`src/hw/rtl/sgsu_pkg.sv`:
```
// shared types, constants and helpers for the sparse gate state update block
package sgsu_pkg;

  localparam int MAX_QUBITS     = 10;
  localparam int AMP_FRAC_BITS  = 14;
  localparam int IDX_W          = 10;
  localparam int AMP_W          = 16;
  localparam int QC_W           = 4;
  localparam int QUEUE_DEPTH    = 2;
  localparam int PROD_W         = 2 * AMP_W;
  localparam int DIFF_W         = PROD_W + 1;
  localparam int SUM_W          = DIFF_W + 1;
  localparam int S_TDATA_W      = 56;
  localparam int S_TUSER_W      = 2;
  localparam int M_TDATA_W      = 40;

  localparam logic [QC_W-1:0] QC_RESET = QC_W'(10);

  typedef enum logic [1:0] {
    CMD_LOAD   = 2'd0,
    CMD_ACC    = 2'd1,
    CMD_COMMIT = 2'd2,
    CMD_READ   = 2'd3
  } cmd_e;

  typedef enum logic {
    ST_DONE  = 1'b0,
    ST_RANGE = 1'b1
  } status_e;

  typedef enum logic [2:0] {
    BK_INIT,
    BK_IDLE,
    BK_EXEC,
    BK_SUM,
    BK_ACC,
    BK_CLR
  } back_state_e;

  typedef struct packed {
    cmd_e                    cmd;
    logic                    oob;
    logic [IDX_W-1:0]        row;
    logic [IDX_W-1:0]        col;
    logic signed [AMP_W-1:0] vre;
    logic signed [AMP_W-1:0] vim;
  } item_t;

  typedef struct packed {
    status_e                 status;
    logic signed [AMP_W-1:0] amp_re;
    logic signed [AMP_W-1:0] amp_im;
  } result_t;

  function automatic logic signed [AMP_W-1:0] sat_amp(input logic signed [SUM_W-1:0] x);
    logic signed [SUM_W-1:0] hi;
    logic signed [SUM_W-1:0] lo;
    hi = SUM_W'(16'sh7fff);
    lo = SUM_W'(16'sh8000);
    if (x > hi) begin
      return 16'sh7fff;
    end else if (x < lo) begin
      return 16'sh8000;
    end else begin
      return AMP_W'(x);
    end
  endfunction

endpackage

```
`src/hw/rtl/sgsu_front.sv`:
```
// front end: qubit count register, request intake and index range classification
module sgsu_front #(
  parameter int MaxQubits = sgsu_pkg::MAX_QUBITS
) (
  input  logic                           clk_i,
  input  logic                           rst_ni,
  input  logic                           cfg_we_i,
  input  logic [sgsu_pkg::QC_W-1:0]      cfg_wdata_i,
  input  logic                           s_valid_i,
  input  logic [sgsu_pkg::S_TDATA_W-1:0] s_data_i,
  input  logic [sgsu_pkg::S_TUSER_W-1:0] s_user_i,
  output logic                           s_ready_o,
  input  logic                           q_full_i,
  input  logic                           init_done_i,
  output logic                           push_o,
  output sgsu_pkg::item_t                item_o
);

  logic [sgsu_pkg::QC_W-1:0]  qc_q;
  logic [sgsu_pkg::QC_W-1:0]  qc_eff;
  logic [sgsu_pkg::IDX_W-1:0] row;
  logic [sgsu_pkg::IDX_W-1:0] col;
  logic                       row_oob;
  logic                       col_oob;
  sgsu_pkg::cmd_e             cmd;

  always_ff @(posedge clk_i or negedge rst_ni) begin
    if (!rst_ni) begin
      qc_q <= sgsu_pkg::QC_RESET;
    end else if (cfg_we_i) begin
      qc_q <= cfg_wdata_i;
    end
  end

  always_comb begin
    qc_eff = qc_q;
    if (int'(qc_q) > MaxQubits) begin
      qc_eff = sgsu_pkg::QC_W'(MaxQubits);
    end
  end

  assign cmd     = sgsu_pkg::cmd_e'(s_user_i);
  assign row     = s_data_i[sgsu_pkg::IDX_W-1:0];
  assign col     = s_data_i[2*sgsu_pkg::IDX_W-1:sgsu_pkg::IDX_W];
  assign row_oob = (row >> qc_eff) != '0;
  assign col_oob = (col >> qc_eff) != '0;

  always_comb begin
    item_o.cmd = cmd;
    item_o.row = row;
    item_o.col = col;
    item_o.vre = s_data_i[2*sgsu_pkg::IDX_W +: sgsu_pkg::AMP_W];
    item_o.vim = s_data_i[2*sgsu_pkg::IDX_W+sgsu_pkg::AMP_W +: sgsu_pkg::AMP_W];
    case (cmd)
      sgsu_pkg::CMD_LOAD:   item_o.oob = row_oob;
      sgsu_pkg::CMD_ACC:    item_o.oob = row_oob | col_oob;
      sgsu_pkg::CMD_COMMIT: item_o.oob = 1'b0;
      sgsu_pkg::CMD_READ:   item_o.oob = row_oob;
      default:              item_o.oob = 1'b0;
    endcase
  end

  assign s_ready_o = init_done_i & ~q_full_i;
  assign push_o    = s_valid_i & s_ready_o;

endmodule

```
`config.mk`:
```
export PLATFORM = sky130hd
export DESIGN_NAME = sgsu_front
export DESIGN_NICKNAME = d
export VERILOG_FILES = /design/src/hw/rtl/sgsu_pkg.sv /design/src/hw/rtl/sgsu_front.sv
export SDC_FILE = /design/constraint.sdc
export NUM_CORES = 1
export LEC_CHECK = 0
export BUFFER_PORTS_ARGS = -buffer_cell sky130_fd_sc_hd__buf_2
export CAP_MARGIN = 10
export CORE_MARGIN = 1.5
export CORE_UTILIZATION = 29
export CTS_CLUSTER_DIAMETER = 30
export CTS_CLUSTER_SIZE = 24
export DETAILED_ROUTE_END_ITERATION = 12
export PLACE_DENSITY = 0.83
export SLEW_MARGIN = 10
export SYNTH_ARGS = -nofsm -noshare
export SYNTH_HDL_FRONTEND = slang
export SYNTH_SLANG_ARGS = --single-unit
```
`constraint.sdc`:
```
create_clock -name clk_i -period 2.2 [get_ports clk_i]
set_input_delay 0.11 -clock clk_i [delete_from_list [all_inputs] [get_ports clk_i]]
set_output_delay 0.11 -clock clk_i [all_outputs]
set_load 0.03 [all_outputs]
```
* After elaboration in Yosys (flattened, before gate mapping) *
Cells that the tools add are included.

storage, ports and cells
  bits in registers = 4
  input port bits = 68
  output and inout port bits = 57
  logic and storage cells = 17

operators by class
  order comparisons = 1
  eq/ne operators = 3
  shift-type cells = 2
  muxes and demuxes = 2
  bitwise logic cells = 4
  reduce and logical (&&, ||, !) cells = 4

operators by type and width
  cell                  number
  $reduce_bool A10 Y1   2
  $shr A10 B4 Y10       2
  $eq A2 B2 Y1 const B  2
  $gt A4 B4 Y1 const B  1
  $mux W4               1
  $pmux W1 S3           1
  $and A1 B1 Y1         2
  $eq A2 B1 Y1 const B  1
  $logic_not A2 Y1      1
  $reduce_or A2 Y1      1
  $not A1 Y1            1
  $or A1 B1 Y1          1

* Longest topological paths before layout *
  depth in word-level cells = 6
  depth in mapped cells = 6
  depth with buffers taken out = 5

* Worst setup path before layout *
OpenSTA, ideal clock, no wires.

  path kind = register to output
  start point = register qc_q[2] (netlist name)
  end point = output item_o[52] (netlist name)
  arrival = 1.871 ns
  setup slack = 0.219 ns
  stages on the path, launching flop included = 7
  path buffers = 1
  cell sequence = dfrtp_1 > buf_4 > o21ai_2 > a211o_1 > o311ai_1 > o211a_1 > o311ai_1

RTL lines
  what                      RTL line          RTL
  start: declaration        sgsu_front.sv:19  logic [sgsu_pkg::QC_W-1:0] qc_q;
  start signal: assignment  sgsu_front.sv:29  qc_q <= sgsu_pkg::QC_RESET;
  start signal: assignment  sgsu_front.sv:31  qc_q <= cfg_wdata_i;
  end: declaration          sgsu_front.sv:16  output sgsu_pkg::item_t item_o

==> metrics.txt <==
hold path start cfg_wdata_i[2]; first-pass GRT wire length 2560 um; Psw 155 uW; final worst path period share 0.956; design area 782 um^2; area delta synth->final -3.55%; Worst setup EP type primary output; Top Registers qc_q: 4 flops; register with the most flip-flops qc_q; die width 55.9 um; antenna-violating nets left 0; synthesized area 811 um^2; CTS buffer count 3; largest net degree at the start of global routing 11; placed cell area 711 um^2; Ys Warns 0; Crit path largest cell delay 570 ps; Async SR Flop Fraction 1.00; Synth cell types 30; Detail Placement HPWL 1550 um; vias in the first global route 569; max frequency around 480 MHz; initial antenna violation count 0; peak fanout along the critical path 5; Clk pwr share 0.242; Final Hold Vio Count 0; Pwr per Cell Area 479 nW/um^2; cells along the critical path nor2_2, a221o_1, a2111oi_4, o211a_1, o311ai_1, buf_4; initial core utilization 0.316; # DRC 0; Congestion Overflow GR 0; reg-to-reg startpoint qc_q[0]; Crit Path Category flip-flop to primary output; Routed WL ~1800 um; Syn Nets between 150 and 200; via count 646; Clk pin slew, worst setup/hold paths 40 ps; combinational share of power 0.491; Rel. slew slack 0.782; clock root buffer clkbuf_4; status completed; crit start category flip-flop; CTS tree yes; post-route insts no fill 138; Fin Clk Skew 0 ps; most frequent cells in the layout 55 x buf_2, 4 x nor2_1, 4 x nand2_1, 4 x a21oi_1; flip-flop count of the largest register after layout 4; DR iter-0 viols 9; clock buffer depth 2; Diodes inserted 0; total of max-cap violations 0; I/O Buffers 56; Final Wtd Congestion 0.744; Sequential Area 104 um^2; commonest non-fill, non-tap cell in the layout buf_2; Pleak 0.000414 uW; placed cell count 132; syn avg cell area slightly below 8 um^2; share of cells above drive strength 1 0.639; #FFs+latches synth 4; multi-input logic area 299 um^2; FILL cells ~300; nets@finish roughly 180; Die ar. approximately 3100 um^2; Critical Path RT 2090 ps; CTS sink cnt 4; synthesized netlist cell count 102; Hold WS 87.4 ps; Initial DRT Pass Iterations 4; Sw Share 0.415; CORE AREA 2570 um^2; Worst-Skew Late Latency 230 ps; Reg power frac 0.267; routed length per instance around 13 um; Int Pwr 219 uW; EDFF count, synth 0; Rows 18; H-tree depth 1; Worst-Margin Slew around 320 ps; worst path arrival time 1990 ps; y dimension of the die 55.9 um; HP Class input port to flip-flop; Synth Flop Type dfstp_2; register area share after synthesis 0.127; CP max-delay cell dfstp_2; IO Pins 125; gr usage total 0.101; fin crit period 2100 ps; Worst Setup SP qc_q[1]; Final Slew Violations 0; Worst VDD drop ~0.30 mV; Setup violations, final 0; DR vias/cell 4.68
## metrics by stage
step | worst slack (ps) | power (uW) | utilization | setup TNS [ps]
5_1_grt | -2.84 | 397 | 0.305 | -2.84
3_5_place_dp | 266 | 271 | 0.277 | 0
6_report | 96.3 | 375 | 0.305 | 0
3_3_place_gp | 288 | 269 | 0.277 | 0
4_1_cts | 15.6 | 367 | 0.289 | 0
2_1_floorplan | 219 | 340 | - | 0
## cells in the mapped netlist (2+ instances only)
master	n	area [um^2]
buf_4	55	413
dfrtp_1	2	50.1
inv_1	3	11.3
nor2_1	4	15.0
dfstp_2	2	52.6
mux2_2	2	22.5
nand2_1	4	15.0
o311ai_1	2	17.5
o31ai_1	2	15.0
a21oi_1	4	20.0
o21ai_0	2	10.0
nor2b_1	2	12.5
## power by group through the flow
stage	Sequential, uW	Combinational, uW	Clock [uW]
global route	102	198	97.2
CTS	99.7	172	95.5
global placement	100	169	0
detailed placement	101	170	0
floorplan	90.5	249	0
finish	100	184	90.6
## final timing paths
check                      slack [ps]         end  depth (start not counted)
max                               100  item_o[52]                          6
min                                90     qc_q[2]                          3
max reg2reg                      1360     qc_q[0]                          2
min reg2reg                       650     qc_q[1]                          1
max in group asynchronous        1780     qc_q[1]                          2
min in group asynchronous         220     qc_q[2]                          2
## repair_timing
item / 4_1_cts / 5_1_grt
resized for setup: 0 / 4
setup buffers: 0 / 2
endpoints found under the hold margin: 4 / 0
hold buffers: 1 / 0
setup endpoints to repair: 0 / 1
## final cells by class
class / instances / area share
Sequential cell: 4 / 0.133
Inverter: 3 / 0.0144
Clock buffer: 3 / 0.0288
Tap cell: 30 / 0.0480
Multi-Input combinational cell: 39 / 0.382
Timing Repair Buffer: 59 / 0.394
## routing by layer
| layer | wire (um) | global-route usage | part of all wire |
|---|---|---|---|
| met1 | 670 | 0.110 | 0.37 |
| met2 | 811 | 0.158 | 0.45 |
| met3 | 230 | 0.0326 | 0.13 |
| met4 | 87 | 0.0884 | 0.048 |
| met5 | 0 | 0 | 0 |
## logic make-up (layout without fill, tap and decap cells)
| logic type | after synthesis | after routing | share of synthesized area |
|---|---|---|---|
| compound gates | 23 | 23 | 0.227 |
| fa+ha+maj | 1 | 1 | 0.0154 |
| buf+inv | 59 | 65 | 0.529 |
| flops | 4 | 4 | 0.127 |
| mux | 2 | 2 | 0.0278 |
| simple gates | 13 | 13 | 0.0741 |
## critical path: cells and delay by family, from the launching register on
| family | cells | cell delay [ps] |
|---|---|---|
| flops | 1 | 570 |
| compound gates | 4 | 930 |
| simple gates | 1 | 60 |
| buf+inv | 1 | 200 |
(Power assumes the default switching activity.)
