==> config.mk <==
export PLATFORM = sky130hd
export DESIGN_NAME = sgsu_fifo
export DESIGN_NICKNAME = d
export VERILOG_FILES = /design/src/hw/rtl/sgsu_pkg.sv /design/src/hw/rtl/sgsu_fifo.sv
export SDC_FILE = /design/constraint.sdc
export NUM_CORES = 1
export LEC_CHECK = 0
export BUFFER_PORTS_ARGS = -buffer_cell sky130_fd_sc_hd__buf_2
export CAP_MARGIN = 20
export CORE_ASPECT_RATIO = 0.5
export CORE_MARGIN = 8
export CORE_UTILIZATION = 55
export DETAILED_ROUTE_END_ITERATION = 10
export PLACE_DENSITY = 0.83
export SLEW_MARGIN = 20
export SYNTH_ARGS = -nofsm -noshare
export SYNTH_HDL_FRONTEND = slang
export SYNTH_SLANG_ARGS = --single-unit
==> constraint.sdc <==
create_clock -name clk_i -period 7.2 [get_ports clk_i]
set_input_delay 0.72 -clock clk_i [delete_from_list [all_inputs] [get_ports clk_i]]
set_output_delay 0.72 -clock clk_i [all_outputs]
set_load 0.05 [all_outputs]
==> src/hw/rtl/sgsu_pkg.sv <==
// shared types, constants and helpers for the sparse gate state update block
package sgsu_pkg;

  localparam int MAX_QUBITS     = 10;
  localparam int AMP_FRAC_BITS  = 14;
  localparam int IDX_W          = 10;
  localparam int AMP_W          = 16;
  localparam int QC_W           = 4;
  localparam int QUEUE_DEPTH    = 2;
  localparam int PROD_W         = 2 * AMP_W;
  localparam int DIFF_W         = PROD_W + 1;
  localparam int SUM_W          = DIFF_W + 1;
  localparam int S_TDATA_W      = 56;
  localparam int S_TUSER_W      = 2;
  localparam int M_TDATA_W      = 40;

  localparam logic [QC_W-1:0] QC_RESET = QC_W'(10);

  typedef enum logic [1:0] {
    CMD_LOAD   = 2'd0,
    CMD_ACC    = 2'd1,
    CMD_COMMIT = 2'd2,
    CMD_READ   = 2'd3
  } cmd_e;

  typedef enum logic {
    ST_DONE  = 1'b0,
    ST_RANGE = 1'b1
  } status_e;

  typedef enum logic [2:0] {
    BK_INIT,
    BK_IDLE,
    BK_EXEC,
    BK_SUM,
    BK_ACC,
    BK_CLR
  } back_state_e;

  typedef struct packed {
    cmd_e                    cmd;
    logic                    oob;
    logic [IDX_W-1:0]        row;
    logic [IDX_W-1:0]        col;
    logic signed [AMP_W-1:0] vre;
    logic signed [AMP_W-1:0] vim;
  } item_t;

  typedef struct packed {
    status_e                 status;
    logic signed [AMP_W-1:0] amp_re;
    logic signed [AMP_W-1:0] amp_im;
  } result_t;

  function automatic logic signed [AMP_W-1:0] sat_amp(input logic signed [SUM_W-1:0] x);
    logic signed [SUM_W-1:0] hi;
    logic signed [SUM_W-1:0] lo;
    hi = SUM_W'(16'sh7fff);
    lo = SUM_W'(16'sh8000);
    if (x > hi) begin
      return 16'sh7fff;
    end else if (x < lo) begin
      return 16'sh8000;
    end else begin
      return AMP_W'(x);
    end
  endfunction

endpackage

==> src/hw/rtl/sgsu_fifo.sv <==
// short request queue between front end and back end
module sgsu_fifo #(
  parameter int Depth = sgsu_pkg::QUEUE_DEPTH
) (
  input  logic            clk_i,
  input  logic            rst_ni,
  input  logic            push_i,
  input  sgsu_pkg::item_t item_i,
  output logic            full_o,
  input  logic            pop_i,
  output sgsu_pkg::item_t item_o,
  output logic            empty_o
);

  localparam int PtrW = (Depth > 1) ? $clog2(Depth) : 1;
  localparam int CntW = $clog2(Depth + 1);

  sgsu_pkg::item_t slot_q [Depth];
  logic [PtrW-1:0] wptr_q, wptr_d;
  logic [PtrW-1:0] rptr_q, rptr_d;
  logic [CntW-1:0] cnt_q, cnt_d;

  always_comb begin
    wptr_d = wptr_q;
    rptr_d = rptr_q;
    cnt_d  = cnt_q;
    if (push_i) begin
      wptr_d = (wptr_q == PtrW'(Depth - 1)) ? '0 : wptr_q + PtrW'(1);
    end
    if (pop_i) begin
      rptr_d = (rptr_q == PtrW'(Depth - 1)) ? '0 : rptr_q + PtrW'(1);
    end
    if (push_i && !pop_i) begin
      cnt_d = cnt_q + CntW'(1);
    end else if (pop_i && !push_i) begin
      cnt_d = cnt_q - CntW'(1);
    end
  end

  always_ff @(posedge clk_i or negedge rst_ni) begin
    if (!rst_ni) begin
      wptr_q <= '0;
      rptr_q <= '0;
      cnt_q  <= '0;
    end else begin
      wptr_q <= wptr_d;
      rptr_q <= rptr_d;
      cnt_q  <= cnt_d;
    end
  end

  always_ff @(posedge clk_i) begin
    if (push_i) begin
      slot_q[wptr_q] <= item_i;
    end
  end

  assign item_o  = slot_q[rptr_q];
  assign full_o  = (cnt_q == CntW'(Depth));
  assign empty_o = (cnt_q == '0);

endmodule

## After elaboration in Yosys (flattened, before gate mapping)

Memories as Yosys holds them, arrays and structs flattened.
Index checks and enable logic that the tools add are counted.

| storage, ports and cells | value |
|---|---|
| flip-flop bits (word level) | 4 |
| memory bits (writable) | 110 |
| memories kept | 1 |
| output and inout port bits | 57 |
| latch bits | 0 |
| ROM bits | 0 |

Memories:

| memory | words | width | rd ports | clocked after memory_dff | write ports | line | text |
|---|---|---|---|---|---|---|---|
| slot_q | 2 | 55 | 1 | 0 | 1 | sgsu_fifo.sv:18 | `sgsu_pkg::item_t slot_q [Depth];` |

| operators by class | value |
|---|---|
| add/subtract/negate cells | 4 |
| multiplexer cells | 6 |
| div/mod/pow operators | 0 |
| shift operators | 0 |
| bitwise logic cells | 0 |
| $mul | 0 |
| order comparisons | 0 |
| equality and inequality tests | 1 |
| reduce and logical (&&, ||, !) cells | 6 |

Operators by type and width:

| cell | number |
|---|---|
| two-way mux 1 bit | 4 |
| two-way mux 2 bit | 2 |
| adder 1 bit (second input constant) | 2 |
| adder 2 x 1 -> 2 bit (second input constant) | 1 |
| equality test 2 bit (second input constant) | 1 |
| logical AND 1 bit | 2 |
| logical NOT 1 bit | 2 |
| logical NOT 2 bit | 1 |
| nonzero test 2 bit | 1 |
| subtractor 2 x 1 -> 2 bit (second input constant) | 1 |

## Longest topological paths before layout

| depth | value |
|---|---|
| word-level depth | 4 |
| gate-level depth with buffers | 5 |

## Worst setup path after synthesis

OpenSTA, ideal clock, no wires.

| timing | value |
|---|---|
| path type | input -> register |
| from | in push_i |
| to | mem slot_q[0][0] in the netlist's numbering, enable pin |
| arrival | 3.150 ns |
| path slack | 3.575 ns |
| library setup time | 0.475 ns |
| data required time | 6.725 ns |
| stages | 1 |
| cell sequence | nor2b_1 |

| on the way | value |
|---|---|
| cells in the longest elaborated chain, start to end | 2 |

Ends and longest elaborated chain:

| what | line | text |
|---|---|---|
| start: declaration | sgsu_fifo.sv:7 | `input logic push_i,` |
| two-way mux 1 bit | sgsu_fifo.sv:53 | `if (push_i) begin` |
| two-way mux 1 bit (not written as such) | sgsu_fifo.sv:54 | `slot_q[wptr_q] <= item_i;` |
| end: declaration | sgsu_fifo.sv:18 |  |

Every way passes these cells.

==> results_dict.tcl <==
set metrics [dict create \
    outcome "finished clean" \
    grt_start_max_net_pins 57 \
    arrival_ns 2.12 \
    grt_pass1_vias 2294 \
    synth-seq-area-share_pct 78.8 \
    synth_nets 247 \
    die-height_um 78.7 \
    wl_per_cell_um 17.6 \
    finalSetupViolCount 0 \
    grt.total_usage_pct 14.2 \
    drive_gt1_share_pct 60.0 \
    crit_path_end_kind "output pin" \
    start_util_pct 57.9 \
    ant_nets 0 \
    dp_cells 406 \
    ys_warn_count 0 \
    drc 0 \
    power.internal_uw 1640 \
    critPathKind "reg2out" \
    core_area_sq_um 7460 \
    fillers 499 \
    ys_seq_elements 114 \
    path_cells "mux2_2 -> buf_2" \
    reg2reg_from "wptr_q$_DFFE_PN0P_" \
    cts-root-buf "clkbuf_16" \
    antenna_found_initial 0 \
    clock-sinks 114 \
    layout.nets 377 \
    num_vias 2103 \
    antennaDiodeCount 0 \
    dr.first_iter.drc_count 102 \
    cts_buffers 17 \
    grt_pass1_wl_um 11700 \
    syn_inst 187 \
    worstRegToRegCells 2 \
    power.share.clock_pct 25.7 \
    cts_hold_buffers 0 \
    vdd_drop_max_mv 0.285 \
    required_ns 6.48 \
    slew_violations 0 \
    overflow 0 \
    maxSlewHeadroom_pct 34.8 \
    post_cts_buffers 0 \
    r2r-end "slot_q[0][21]$_DFFE_PP_" \
    num_rows 22 \
    area_growth_pct 27.0 \
    crit_path_start_kind "register" \
    drt_wl_total_um 7710 \
    fin_crit_ns 2.84 \
    vias_per_cell 4.80 \
    worst-path-buf-inv 1 \
    clk-insertion-delay-late_ns 0.39 \
    combPwrFrac_pct 36.7 \
    critPathMaxStageDelay_ns 1.01 \
    setup_tns_ns 0 \
    critPathSlowestCell "dfrtp_4" \
    p_sw_share_pct 38.5 \
    crit_family "flip-flops" \
    synthesis.area_sq_um 4320 \
    fin_crit_sh_pct 39.4 \
    syn_avg_cell_area_sq_um 23.1 \
    clk_pin_slew_ns 0.05 \
    p_total_uw 2660 \
    path_max_fanout 56 \
    power_switching_uw 1020 \
    fin_cells 438 \
    design_area_sq_um 5490 \
    power_frac_seq_pct 37.6 \
    io_buffers 115 \
    powerDensity_nw_per_um2 485 \
    finClkSkew_ns 0.00320 \
    fin_util_pct 73.5 \
    rrSetupSlack_ns 5.32 \
    gp_routability_congestion 0.670 \
    min_path_type "in2async" \
    hpwl_um 5340 \
    die_w_um 141 \
    htreeDepth 4 \
    cts-resized-gates 0 \
    fmax_mhz 352 \
    cts_tree "yes" \
    ioPinCount 116 \
    rsz0062_at_grt "no" \
    p_leak_uw 0.00222 \
    hold_viol 0 \
    post_dp_cell_area_sq_um 5000 \
    ys_types 13 \
    clk_path_buf_depth 2 \
    firstDrtPassIters 4 \
    maxCapViolCount 0 \
    worst_pin_slew_ns 0.977 \
    die_area_sq_um 11100 \
]
## how the worst max path moves through the flow
stage / from / end / slack (ns) / cells past startpoint
after detailed placement: rptr_q$_DFFE_PN0P_ / item_o[29] / 4.77 / 2
after CTS: rptr_q$_DFFE_PN0P_ / item_o[29] / 4.35 / 2
after global placement: rptr_q$_DFFE_PN0P_ / item_o[54] / 4.81 / 2
after floorplan: push_i / slot_q[0][0]$_DFFE_PP_ / 3.58 / 1
final: rptr_q$_DFFE_PN0P_ / item_o[39] / 4.36 / 2
after global routing: rptr_q$_DFFE_PN0P_ / item_o[29] / 4.28 / 2
## flip-flops by register name, indices dropped and copies added (netlist names)
signal  flops
slot_q    110
rptr_q      1
wptr_q      1
cnt_q       2
## synthesized netlist by cell type (all sizes together)
master  number  share of area, %
ha           1              0.29
buf          6               1.4
dfrtp        4               2.3
xor2         4              0.81
xnor2        1              0.20
inv          1             0.087
and2         1              0.14
nor2         2              0.17
edfxtp     110                76
mux2        55                18
nor2b        2              0.29
## per-stage QoR
stage | worst slack, ns | hold slack [ns]
CTS | 4.35 | 0.112
global placement | 4.81 | 0.471
floorplan | 3.58 | 0.424
global route | 4.28 | 0.112
detailed placement | 4.77 | 0.508
finish | 4.36 | 0.126
## cells by family (layout without fill, tap and decap cells)
logic type / Yosys count / count (layout) / share of synthesized area [%]
buf+inv: 7 / 150 / 1.51
mux: 55 / 55 / 17.8
flops: 114 / 114 / 78.8
xor+xnor: 5 / 5 / 1.01
fa+ha+maj: 1 / 1 / 0.290
simple gates: 5 / 5 / 0.608
## cells in the final DEF (no fill, tap or decap)
master and n:
dfrtp_4 1, clkbuf_16 17, ha_1 1, clkbuf_1 6, nor2b_1 1, mux2_4 40, buf_4 2, and2_2 1
dfrtp_1 3, xor2_1 4, buf_2 115, mux2_2 15, nor2_1 2, clkinv_1 3, edfxtp_1 110, nor2b_4 1
inv_1 1, xnor2_1 1, clkinv_2 6
## worst reg2reg max path: cells and delay by family (launching register included)
kind                   cells  cell delay, ns
buffers and inverters      1            0.52
flip-flops                 1            0.42
AND/OR/NAND/NOR            1            0.59
## power groups by stage
stage,Sequential (uW),Combinational [uW],Clock [uW]
2_1_floorplan,930,890,0
4_1_cts,1000,990,693
3_5_place_dp,1020,986,0
3_3_place_gp,1000,974,0
6_report,1000,976,683
5_1_grt,1020,1020,730
## per-layer routing
metal | up-vias | track usage, % | share of wire [%] | wire, um
met5 | - | 0 | 0 | 0
li1 | 1002 | - | - | -
met2 | 60 | 24.5 | 55 | 4240
met1 | 1037 | 14.9 | 38 | 2950
met3 | 4 | 6.40 | 6.0 | 463
met4 | 0 | 6.38 | 0.77 | 59
## cell type report
class                           count  area, sq um  share of cell area, %
Sequential cell                   114         3410                   62.1
Multi-Input combinational cell     66          861                   15.7
Timing Repair Buffer              117          591                   10.8
Clock buffer                       23          448                   8.16
Tap cell                          108          135                   2.46
Clock inverter                      9         41.3                  0.753
Inverter                            1         3.75                 0.0684
No activity file was read; power rests on OpenSTA's default activity.
